==> src/oops_pkg.sv <==
// ----------------------------------------------------------------------------
// Odd-only prime sieve package
// Item types, fixed field widths, step codes and the control store of the
// microcoded sequencer.
// ----------------------------------------------------------------------------
package oops_pkg;

    localparam int LIMIT_W = 16;
    localparam int INDEX_W = 13;
    localparam int COUNT_W = 14;
    localparam int VALUE_W = 16;
    localparam int LIMIT_TOP = 65535;
    localparam int INDEX_SPAN = 8192;
    localparam int P_W = 9;
    localparam int PP_W = 18;
    localparam int M_W = 17;
    localparam int STEP_W = 5;
    localparam int FIRST_ODD_PRIME = 3;
    localparam int EVEN_PRIME = 2;

    localparam logic MODE_SIEVE   = 1'b0;
    localparam logic MODE_READ    = 1'b1;
    localparam logic STATUS_OK    = 1'b0;
    localparam logic STATUS_RANGE = 1'b1;

    typedef struct packed {
        logic               mode;
        logic [LIMIT_W-1:0] limit;
        logic [INDEX_W-1:0] index;
    } t_in_item;

    typedef struct packed {
        logic               status;
        logic [COUNT_W-1:0] prime_count;
        logic [VALUE_W-1:0] prime_value;
    } t_out_item;

    typedef enum logic [4:0] {
        OP_NOP,
        OP_LATCH,
        OP_INIT,
        OP_FILL,
        OP_RDP,
        OP_MINIT,
        OP_STRIKE,
        OP_PNEXT,
        OP_CINIT,
        OP_CRD,
        OP_CPUT,
        OP_SETCNT,
        OP_ZERO,
        OP_SIEVE_RES,
        OP_RDL,
        OP_READ_RES,
        OP_BAD_RES
    } t_op;

    typedef enum logic [3:0] {
        C_NEVER,
        C_ALWAYS,
        C_NO_START,
        C_MODE_READ,
        C_LOW_LIMIT,
        C_K_MORE,
        C_PP_GT_N,
        C_FLAG_CLR,
        C_M_LE_N,
        C_SCAN_EMPTY,
        C_IDX_BAD
    } t_csel;

    typedef logic [STEP_W-1:0] t_step;

    localparam t_step S_IDLE    = 5'd0;
    localparam t_step S_KIND    = 5'd1;
    localparam t_step S_INIT    = 5'd2;
    localparam t_step S_FILL    = 5'd3;
    localparam t_step S_PLOOP   = 5'd4;
    localparam t_step S_PTEST   = 5'd5;
    localparam t_step S_STRIKE  = 5'd6;
    localparam t_step S_PNEXT   = 5'd7;
    localparam t_step S_COLLECT = 5'd8;
    localparam t_step S_CRD     = 5'd9;
    localparam t_step S_CPUT    = 5'd10;
    localparam t_step S_FIN     = 5'd11;
    localparam t_step S_DONE    = 5'd12;
    localparam t_step S_SMALL   = 5'd13;
    localparam t_step S_READ    = 5'd14;
    localparam t_step S_RDONE   = 5'd15;
    localparam t_step S_BAD     = 5'd16;

    typedef struct packed {
        t_op   op;
        t_csel csel;
        t_step target;
    } t_uword;

    typedef struct packed {
        logic no_start;
        logic mode_read;
        logic low_limit;
        logic k_more;
        logic pp_gt_n;
        logic flag_clr;
        logic m_le_n;
        logic scan_empty;
        logic idx_bad;
    } t_cond;

    typedef struct packed {
        t_op  op;
        logic busy;
    } t_ctrl;

    // A taken condition jumps to the target; otherwise the next step follows.
    function automatic t_uword ucode(input t_step s);
        t_uword w;
        unique case (s)
            S_IDLE:    w = '{OP_LATCH,     C_NO_START,   S_IDLE};
            S_KIND:    w = '{OP_NOP,       C_MODE_READ,  S_READ};
            S_INIT:    w = '{OP_INIT,      C_LOW_LIMIT,  S_SMALL};
            S_FILL:    w = '{OP_FILL,      C_K_MORE,     S_FILL};
            S_PLOOP:   w = '{OP_RDP,       C_PP_GT_N,    S_COLLECT};
            S_PTEST:   w = '{OP_MINIT,     C_FLAG_CLR,   S_PNEXT};
            S_STRIKE:  w = '{OP_STRIKE,    C_M_LE_N,     S_STRIKE};
            S_PNEXT:   w = '{OP_PNEXT,     C_ALWAYS,     S_PLOOP};
            S_COLLECT: w = '{OP_CINIT,     C_SCAN_EMPTY, S_FIN};
            S_CRD:     w = '{OP_CRD,       C_NEVER,      S_IDLE};
            S_CPUT:    w = '{OP_CPUT,      C_K_MORE,     S_CRD};
            S_FIN:     w = '{OP_SETCNT,    C_NEVER,      S_IDLE};
            S_DONE:    w = '{OP_SIEVE_RES, C_ALWAYS,     S_IDLE};
            S_SMALL:   w = '{OP_ZERO,      C_ALWAYS,     S_DONE};
            S_READ:    w = '{OP_RDL,       C_IDX_BAD,    S_BAD};
            S_RDONE:   w = '{OP_READ_RES,  C_ALWAYS,     S_IDLE};
            S_BAD:     w = '{OP_BAD_RES,   C_ALWAYS,     S_IDLE};
            default:   w = '{OP_NOP,       C_ALWAYS,     S_IDLE};
        endcase
        return w;
    endfunction

endpackage

==> src/oops_seq.sv <==
// ----------------------------------------------------------------------------
// Odd-only prime sieve sequencer
// Step counter over the control store, with conditional jumps on datapath
// status.
// ----------------------------------------------------------------------------
module oops_seq (
    input  logic             i_clk,
    input  logic             i_rst_n,
    input  oops_pkg::t_cond  i_cond,
    output oops_pkg::t_ctrl  o_ctrl
);

    oops_pkg::t_step  r_step;
    oops_pkg::t_step  n_step;
    oops_pkg::t_uword uword;
    logic             take;

    assign uword = oops_pkg::ucode(r_step);

    always_comb begin
        unique case (uword.csel)
            oops_pkg::C_NEVER:      take = 1'b0;
            oops_pkg::C_ALWAYS:     take = 1'b1;
            oops_pkg::C_NO_START:   take = i_cond.no_start;
            oops_pkg::C_MODE_READ:  take = i_cond.mode_read;
            oops_pkg::C_LOW_LIMIT:  take = i_cond.low_limit;
            oops_pkg::C_K_MORE:     take = i_cond.k_more;
            oops_pkg::C_PP_GT_N:    take = i_cond.pp_gt_n;
            oops_pkg::C_FLAG_CLR:   take = i_cond.flag_clr;
            oops_pkg::C_M_LE_N:     take = i_cond.m_le_n;
            oops_pkg::C_SCAN_EMPTY: take = i_cond.scan_empty;
            oops_pkg::C_IDX_BAD:    take = i_cond.idx_bad;
            default:                take = 1'b1;
        endcase
        n_step = take ? uword.target : oops_pkg::t_step'(r_step + 1'b1);
    end

    always_ff @(posedge i_clk) begin
        if (!i_rst_n) begin
            r_step <= oops_pkg::S_IDLE;
        end else begin
            r_step <= n_step;
        end
    end

    assign o_ctrl.op   = uword.op;
    assign o_ctrl.busy = (r_step != oops_pkg::S_IDLE);

endmodule

==> config.mk <==
export PLATFORM = sky130hd
export DESIGN_NAME = oops_seq
export DESIGN_NICKNAME = d
export VERILOG_FILES = /design/src/oops_pkg.sv /design/src/oops_seq.sv
export SDC_FILE = /design/constraint.sdc
export NUM_CORES = 1
export LEC_CHECK = 0
export BUFFER_PORTS_ARGS = -buffer_cell sky130_fd_sc_hd__buf_4
export CORE_ASPECT_RATIO = 0.9
export CORE_MARGIN = 1
export CORE_UTILIZATION = 55
export CTS_CLUSTER_SIZE = 14
export DETAILED_ROUTE_END_ITERATION = 7
export HOLD_SLACK_MARGIN = 0.02
export PLACE_DENSITY_LB_ADDON = 0.25
export SLEW_MARGIN = 0
export SYNTH_ARGS = -nofsm -noshare
export SYNTH_HDL_FRONTEND = slang
export SYNTH_SLANG_ARGS = --single-unit
==> constraint.sdc <==
create_clock -name i_clk -period 2.6 [get_ports i_clk]
set_input_delay 0.26 -clock i_clk [delete_from_list [all_inputs] [get_ports i_clk]]
set_output_delay 0.26 -clock i_clk [all_outputs]
set_load 0.05 [all_outputs]
Yosys cells after proc, flatten, opt, wreduce, memory -nomap -nowiden
Memories as Yosys holds them, arrays and structs flattened. A register that Yosys moved wholly into a read port is not among the register bits.
Cells that the tools add are included.
W data, S select, Z words.
- $add $sub $neg: 1
- eq/ne operators: 9
- muxes and demuxes: 3
- reduce and logical (&&, ||, !) cells: 2
- operator list (kind ; number):
    $eq A4 B3 Y1 const B ; 4
    $eq A4 B4 Y1 const B ; 3
    $mux W5 ; 2
    $pmux W1 S10 ; 1
    $eq A4 B2 Y1 const B ; 2
    $add A5 B1 Y5 const B ; 1
    $reduce_bool A5 Y1 ; 1
    $logic_not A4 Y1 ; 1
- flip-flop bits (word level): 5
- ROM bits: 448
- output and inout port bits: 6
- logic and storage cells: 17
- memories: 1
- memories (memory ; words ; width ; rd ports ; clocked after Yosys merged registers in ; wr ports ; RTL line ; RTL):
    (no name shown) ; 32 ; 14 ; 1 ; 1 ; 0 ; oops_pkg.sv:118 ; unique case (s)

Longest topological paths before layout
Gate-level depths: netlist of run 1.
- depth in word-level cells: 4
- depth in mapped cells: 11
- mapped depth without buffers: 10

Worst setup path before layout of run 1
OpenSTA, ideal clock, no wires.
- kind: register to register
- start: reg uword[6] (netlist name)
- end: reg uword[3] (netlist name)
- arrival: 2238 ps
- data required time: 2473 ps
- path slack: 235 ps
- cell stages (with the launch flop): 12
- path buffers: 1
- path through: dfxtp_1 nor4bb_1 a311o_1 a21o_1 buf_6 mux2i_1 nor2_1 inv_1 ha_1 a311o_1 o2111ai_1 o31ai_1
- cells in the longest elaborated chain, start to end: 4
- elaborated cells between the ends (all ways): 13
- ends and longest elaborated chain (item ; RTL line ; RTL):
    $eq A4 B4 Y1, or another cell as far along ; oops_seq.sv:21 ; unique case (uword.csel)
    $pmux W1 S10 (*) ; oops_seq.sv:21 ;
    $mux W5 (*) ; oops_seq.sv:35 ; n_step = take ? uword.target : oops_pkg::t_step'(r_step + 1'b1);
    $mux W5 (no line) (*) ; - ;
Mark *: on every way between the ends. The rest lies on a longest branch, timed or not.
A chain may end at the register's enable or synchronous reset.

Final worst setup path of run 1
- start: reg uword[5] (netlist name)
- end: reg uword[3] (netlist name)
- cells in the longest elaborated chain, start to end: 4
- elaborated cells between the ends (all ways): 13
- ends and longest elaborated chain (item ; RTL line):
    $eq A4 B4 Y1, or another cell as far along ; oops_seq.sv:21
    $pmux W1 S10 (*) ; oops_seq.sv:21
    $mux W5 (*) ; oops_seq.sv:35
    $mux W5 (no line) (*) ; -
Marked as above.

==> metrics, run 1 <==
Post-Synth Simple-Gate Area 16.8%; TritonCTS Sinks 19; Pwr Density 1430 nW/um^2; Die W 49.8 um; worst reg2reg path startpoint uword[5]; Ports 17; final setup vio count 0; Tcrit/Tclk final 95.5%; clock root buffer clkbuf_4; Nets 162; gr usage total 22.7%; Synth Area in Compound Gates 16.6%; Rel. slew slack 74.0%; Starting Density 58.6%; max-cap viol count 0; critical path peak fanout 6; register share of total power 27.1%; sw power 882 uW; Post-Syn Nets 144; Crit-path slowest cell dfxtp_1; row count 15; synth cell count leaders 19 x dfxtp_1, 10 x inv_1, 10 x nand2_1; Final Slew Violations 0; Async SR Flop Fraction 0%; # diodes 0; critical path class flop to flop; Worst-path clk slew 0.10 ns; synth warn 0; wire length of the first global-routing pass 3840 um; IO buf count 16; setup repair bufs after CTS 0; vias per inst 5.87; design area 1310 um^2; mux cell area share after synthesis 9.61%; Worst Tran Pin Value 0.381 ns; Antenna Nets Post-Route 0; CTS Hold Buffers Added 0; final WL 2580 um; Vias 975; largest family of logic cells by synthesized area simple AND/OR/NAND/NOR gates; top cell type by total area after synthesis dfxtp_1; Worst R2R End uword[3]; post-synth top area share 33.6%; post-cts sizing count 0; hold endpoint uword[9]; Cell variety after synth 42; die area 2240 um^2; Max Clock Freq 403 MHz; clk_skew 0.00405 ns; final core utilization 68.0%; flops & latches, synth 19; worst path required time 2.79 ns; combinational group share of total power 65.1%; DRT Pass-1 Iters 4; post-synthesis cell area 1130 um^2; Num CTS Buffers 3; Clk network pwr share 7.7%; Hold Path Depth 2; most common cell in the synthesized netlist dfxtp_1; Residual DRC 0; Post-Syn Instances 124; die height 45.0 um; clock buffer depth 2; Final Hold Viols 0; dominant synthesized flop cell dfxtp_1; Area Growth Syn to Fin 16.0%; Final min period 2.48 ns; reg2reg setup slack 0.12 ns; CORE AREA 1930 um^2; syn_area_per_cell 9.13 um^2; Top Family by Delay on Critical Path compound AO/OA/AOI/OAI gates; largest net degree at the start of global routing 14; wire length per cell 15.5 um; number of synthesized flops with an enable pin 0; H-Tree Depth 1; post-synthesis sequential area ratio 33.6%; hold crit path type input port to flop; Placed Area 1270 um^2; Internal Power 1.00 mW; Synth Area in Adders 9.94%; CP arrival 2.68 ns; CP peak stage delay 0.36 ns; min-delay src i_rst_n; status finished clean; Crit. End Element flop; layout cells sized above 1 28.4%; Synth area leaders dfxtp_1 34%, ha_1 9.9%, mux2i_1 5.3%; Fillers 160; vias in the first global route 881; initial antenna violation count 0; Reg2Reg Depth 10; peak supply drop 0.762 mV; Post-Synth XOR/XNOR Area 3.87%; Leak 0.603 nW; crit path cell chain a221oi_1, o32ai_2, a21o_2, mux2i_4, nor2_2, inv_1, ha_1, a311o_1, o2111ai_1, o31ai_1; HPWL Detailed 1820 um; startpoint types flop; Initial DRC Count 28; CP bufs+invs 1; clock latency on the worst-skew pair 0.30 ns; CTS tree built; GRT Residual Overflow 0; GP Congestion 0.904; sw frac 46.9%
kinds of logic (layout without fill, tap and decap cells):
kind of cell               after synthesis  in the layout
buffers and inverters                   21             38
and+or+nand+nor                         37             37
DFF                                     19             19
AOI/OAI and AO/OA                       23             23
xor gates and xnor gates                 5              5
adders and majority gates                9              9
muxes                                   10             10
layout by cell type (no fill, tap or decap), types with 2 or more instances in the layout:
master     n
clkbuf_4   3
dfxtp_2    2
a21oi_1    6
ha_1       9
xor2_1     3
inv_1     10
mux2i_1    5
nor2_1     5
buf_4     22
xnor2_1    2
dfxtp_1   17
a311o_1    2
nand3_1    8
nor3_1     4
mux2_2     3
nand2_1   10
a311oi_1   3
power by group through the flow:
stage               clock [mW]  combinational [mW]  sequential (mW)
detailed placement           0                1.15            0.508
finish                   0.146                1.23            0.511
global placement             0                1.13            0.504
global route             0.163                1.33            0.525
CTS                      0.149                1.16            0.501
floorplan                    0               0.936            0.485
how the worst max path moves through the flow:
stage	startpoint	endpoint	slack, ns	cells after the start
after CTS	uword[7]	uword[3]	0.04	10
after floorplan	uword[6]	uword[3]	0.24	11
after detailed placement	uword[7]	uword[3]	0.06	10
after global routing	uword[5]	uword[3]	-0.0004	10
final	uword[5]	uword[3]	0.12	10
after global placement	i_cond[8]	uword[3]	0.18	11
per-layer routing:
layer | GRT usage, % | up-vias | wire length [um]
li1 | - | 471 | -
met1 | 29.5 | 462 | 1090
met2 | 37.8 | 35 | 1300
met3 | 2.69 | 7 | 134
met4 | 11.4 | 0 | 51
met5 | 0 | - | 0
sequential cells by signal (all words and copies together) (netlist names):
name and cells:
uword 14, r_step 5
cell type report:
type / count / area, um^2 / area share (%)
multi-input combinational: 84 / 659 / 50.2
clock buffer: 3 / 22.5 / 1.71
clock inverter: 1 / 5.00 / 0.381
tap: 25 / 31.3 / 2.38
sequential: 19 / 383 / 29.1
timing repair buffer: 22 / 165 / 12.6
inverter: 12 / 47.5 / 3.62
metrics by stage:
stage | power, mW | hold WS (ns) | TNS, ns | std cells | setup WS (ns)
6_report | 1.88 | 0.301 | 0 | 166 | 0.116
3_5_place_dp | 1.66 | 0.605 | 0 | 162 | 0.0625
5_1_grt | 2.02 | 0.305 | -0.000351 | 166 | -0.000351
2_1_floorplan | 1.42 | 0.439 | 0 | 124 | 0.235
3_3_place_gp | 1.63 | 0.604 | 0 | 162 | 0.177
4_1_cts | 1.81 | 0.290 | 0 | 166 | 0.0434
worst register-to-register path: cells and delay by family (launching register included):
family	cells	cell delay, ns
muxes	1	0.22
and+or+nand+nor	1	0.14
adders and majority gates	1	0.33
DFF	1	0.36
AOI/OAI and AO/OA	6	1.27
buffers and inverters	1	0.07
No activity file was read; power rests on OpenSTA's default activity.
==> run 2, diff against run 1 <==
--- a/config.mk
+++ b/config.mk
@@ -19 +19,2 @@
 export SYNTH_SLANG_ARGS = --single-unit
+export TNS_END_PERCENT = 5
==> constraint.sdc (replaced) <==
create_clock -name i_clk -period 2.6 [get_ports i_clk]
set_input_delay 0.52 -clock i_clk [delete_from_list [all_inputs] [get_ports i_clk]]
set_output_delay 0.52 -clock i_clk [all_outputs]
set_load 0.05 [all_outputs]
==> metrics, run 2 (synthesis results as in run 1) <==
status finished clean; startpoint types flop; gr usage total 23.8% (+1.1 points); Die W 49.8 um (unchanged); max reg flops 14 (unchanged); sw frac 45.1% (-1.8 points); H-Tree Depth 1 (unchanged); Crit. End Element flop; vias in the first global route 894 (+1.5%); setup repair bufs after CTS 0 (unchanged); wire length of the first global-routing pass 3860 um (+0.55%); hold crit path type input port to flop; peak supply drop 0.783 mV (+2.8%); Residual DRC 0 (unchanged); register share of total power 26.0% (-1.1 points); Multi-input gate area 651 um^2 (-1.3%); uppermost layer routed met4; layout cells sized above 1 28.9% (+0.49 points); wire length per cell 14.3 um (-8.1%); TritonCTS Sinks 19 (unchanged); final WL 2480 um (-3.7%); Fillers 145 (-9.4%); Pwr Density 1430 nW/um^2 (-0.13%); most common cell after layout, fill and taps aside buf_4; Rel. slew slack 62.2% (-12 points); max-cap viol count 0 (unchanged); Worst Tran Pin Value 0.566 ns (+0.185 ns); critical path peak fanout 11 (+5); Starting Density 58.6% (unchanged); Ports 17 (unchanged); combinational group share of total power 66.4% (+1.3 points); most frequent cells in the layout 30 x buf_4, 19 x dfxtp_1, 10 x inv_1, 10 x nand2_1, 9 x ha_1; Final WS setup 0.153 ns (+0.0374 ns); Antenna Nets Post-Route 0 (unchanged); HPWL Detailed 1880 um (+3.7%); Tcrit/Tclk final 94.1% (-1.4 points); metal2 WL 1140 um (-13%); critical path class flop to flop; CTS tree built; pre-CTS setup slack -0.0667 ns (-0.129 ns); sw power 878 uW (-0.46%); Num CTS Buffers 3 (unchanged); setup TNS 0 ns (unchanged); initial antenna violation count 0 (unchanged); worst setup path start uword[6]; final setup vio count 0 (unchanged); # diodes 0 (unchanged); die height 45.0 um (unchanged); Worst-path clk slew 0.10 ns (about the same); CTS Hold Buffers Added 0 (unchanged); RSZ-0062 raised after global routing no; Initial DRC Count 24 (-14%); IO buf count 16 (unchanged); largest net degree at the start of global routing 14 (unchanged); clock buffer depth 2 (unchanged); design area 1360 um^2 (+3.6%); storage element area 380 um^2 (-0.65%); GRT Residual Overflow 0 (unchanged); clk_skew 0.00607 ns (+0.00202 ns); Final Hold Viols 0 (unchanged); Clk network pwr share 7.5% (-0.2 points); CP arrival 2.64 ns (-0.04 ns); clock latency on the worst-skew pair 0.29 ns (about the same); Placed Area 1330 um^2 (+4.7%); die area 2240 um^2 (unchanged); Max Clock Freq 409 MHz (+1.5%); row count 15 (unchanged); GP Congestion 0.924 (+2.3%); worst path required time 2.79 ns (about the same); Area Growth Syn to Fin 20.2%; Nets 170 (+4.9%); DRT Pass-1 Iters 5 (+1); Final min period 2.45 ns (-0.0374 ns); Final Slew Violations 0 (unchanged); Metal-1 WL 1130 um (+4.0%); vias per inst 5.63 (-4.2%); min-delay src i_rst_n; metal3 WL 158 um (+18%); CORE AREA 1930 um^2 (unchanged); clock root buffer clkbuf_4; Internal Power 1.07 mW (+7.0%); Leak 0.642 nW (+6.4%); Vias 979 (+0.41%); worst reg2reg path startpoint uword[6]
[run 2: cell count changes in the layout (fill, tap and decap cells not counted), sizes merged]
cell	previous run	this run
buf	22	30
clkbuf	3	4
clkinv	1	0
[run 2: worst max-delay path: stages, from the launching register on]
cell and delay, ns:
dfxtp_1 0.37, nor4bb_2 0.19, a311o_1 0.34, a2111oi_1 0.59, a31oi_1 0.11, buf_4 0.21, inv_2 0.14, nand2_1 0.07
a311oi_1 0.31
[run 2: repair_timing]
action,in CTS,in global routing
hold endpoints to repair,0,0
gates resized for setup,0,2
endpoints found under the setup margin,0,2
[run 2: final timing paths]
check                                end  slack [ns]  cells past startpoint
worst max-delay path            uword[8]        0.15                      8
worst min-delay path            uword[9]        0.54                      2
worst max register to register  uword[8]        0.15                      8
worst min register to register  uword[3]        0.69                      3
[run 2: final cells by class]
| class | count | share of cell area, % |
|---|---|---|
| clock buffer | 4 | 1.93 |
| inverter | 12 | 3.49 |
| multi-input combinational | 84 | 47.8 |
| sequential | 19 | 27.9 |
| tap | 25 | 2.30 |
| timing repair buffer | 30 | 16.5 |
[run 2: layer usage]
metal | vias to the layer above | GRT usage, %
met1 | 451 | 29.2
met2 | 35 | 37.8
met3 | 8 | 5.39
li1 | 485 | -
met4 | 0 | 16.0
met5 | - | 0
[run 2: power by group through the flow]
| stage | Combinational [mW] | Clock (mW) | Sequential (mW) |
|---|---|---|---|
| after floorplan | 0.936 | 0 | 0.485 |
| after global placement | 1.24 | 0 | 0.505 |
| after detailed placement | 1.26 | 0 | 0.509 |
| after CTS | 1.28 | 0.153 | 0.502 |
| after global routing | 1.40 | 0.162 | 0.519 |
| final | 1.29 | 0.147 | 0.507 |
[run 2: metrics by stage]
step | hold WS, ns | power (mW) | utilization (%) | std cells
after floorplan | 0.540 | 1.42 | - | 124
after global placement | 0.677 | 1.75 | 68.7 | 170
after detailed placement | 0.694 | 1.77 | 68.7 | 170
after CTS | 0.514 | 1.93 | 70.0 | 174
after global routing | 0.530 | 2.08 | 70.4 | 174
final | 0.539 | 1.95 | 70.4 | 174
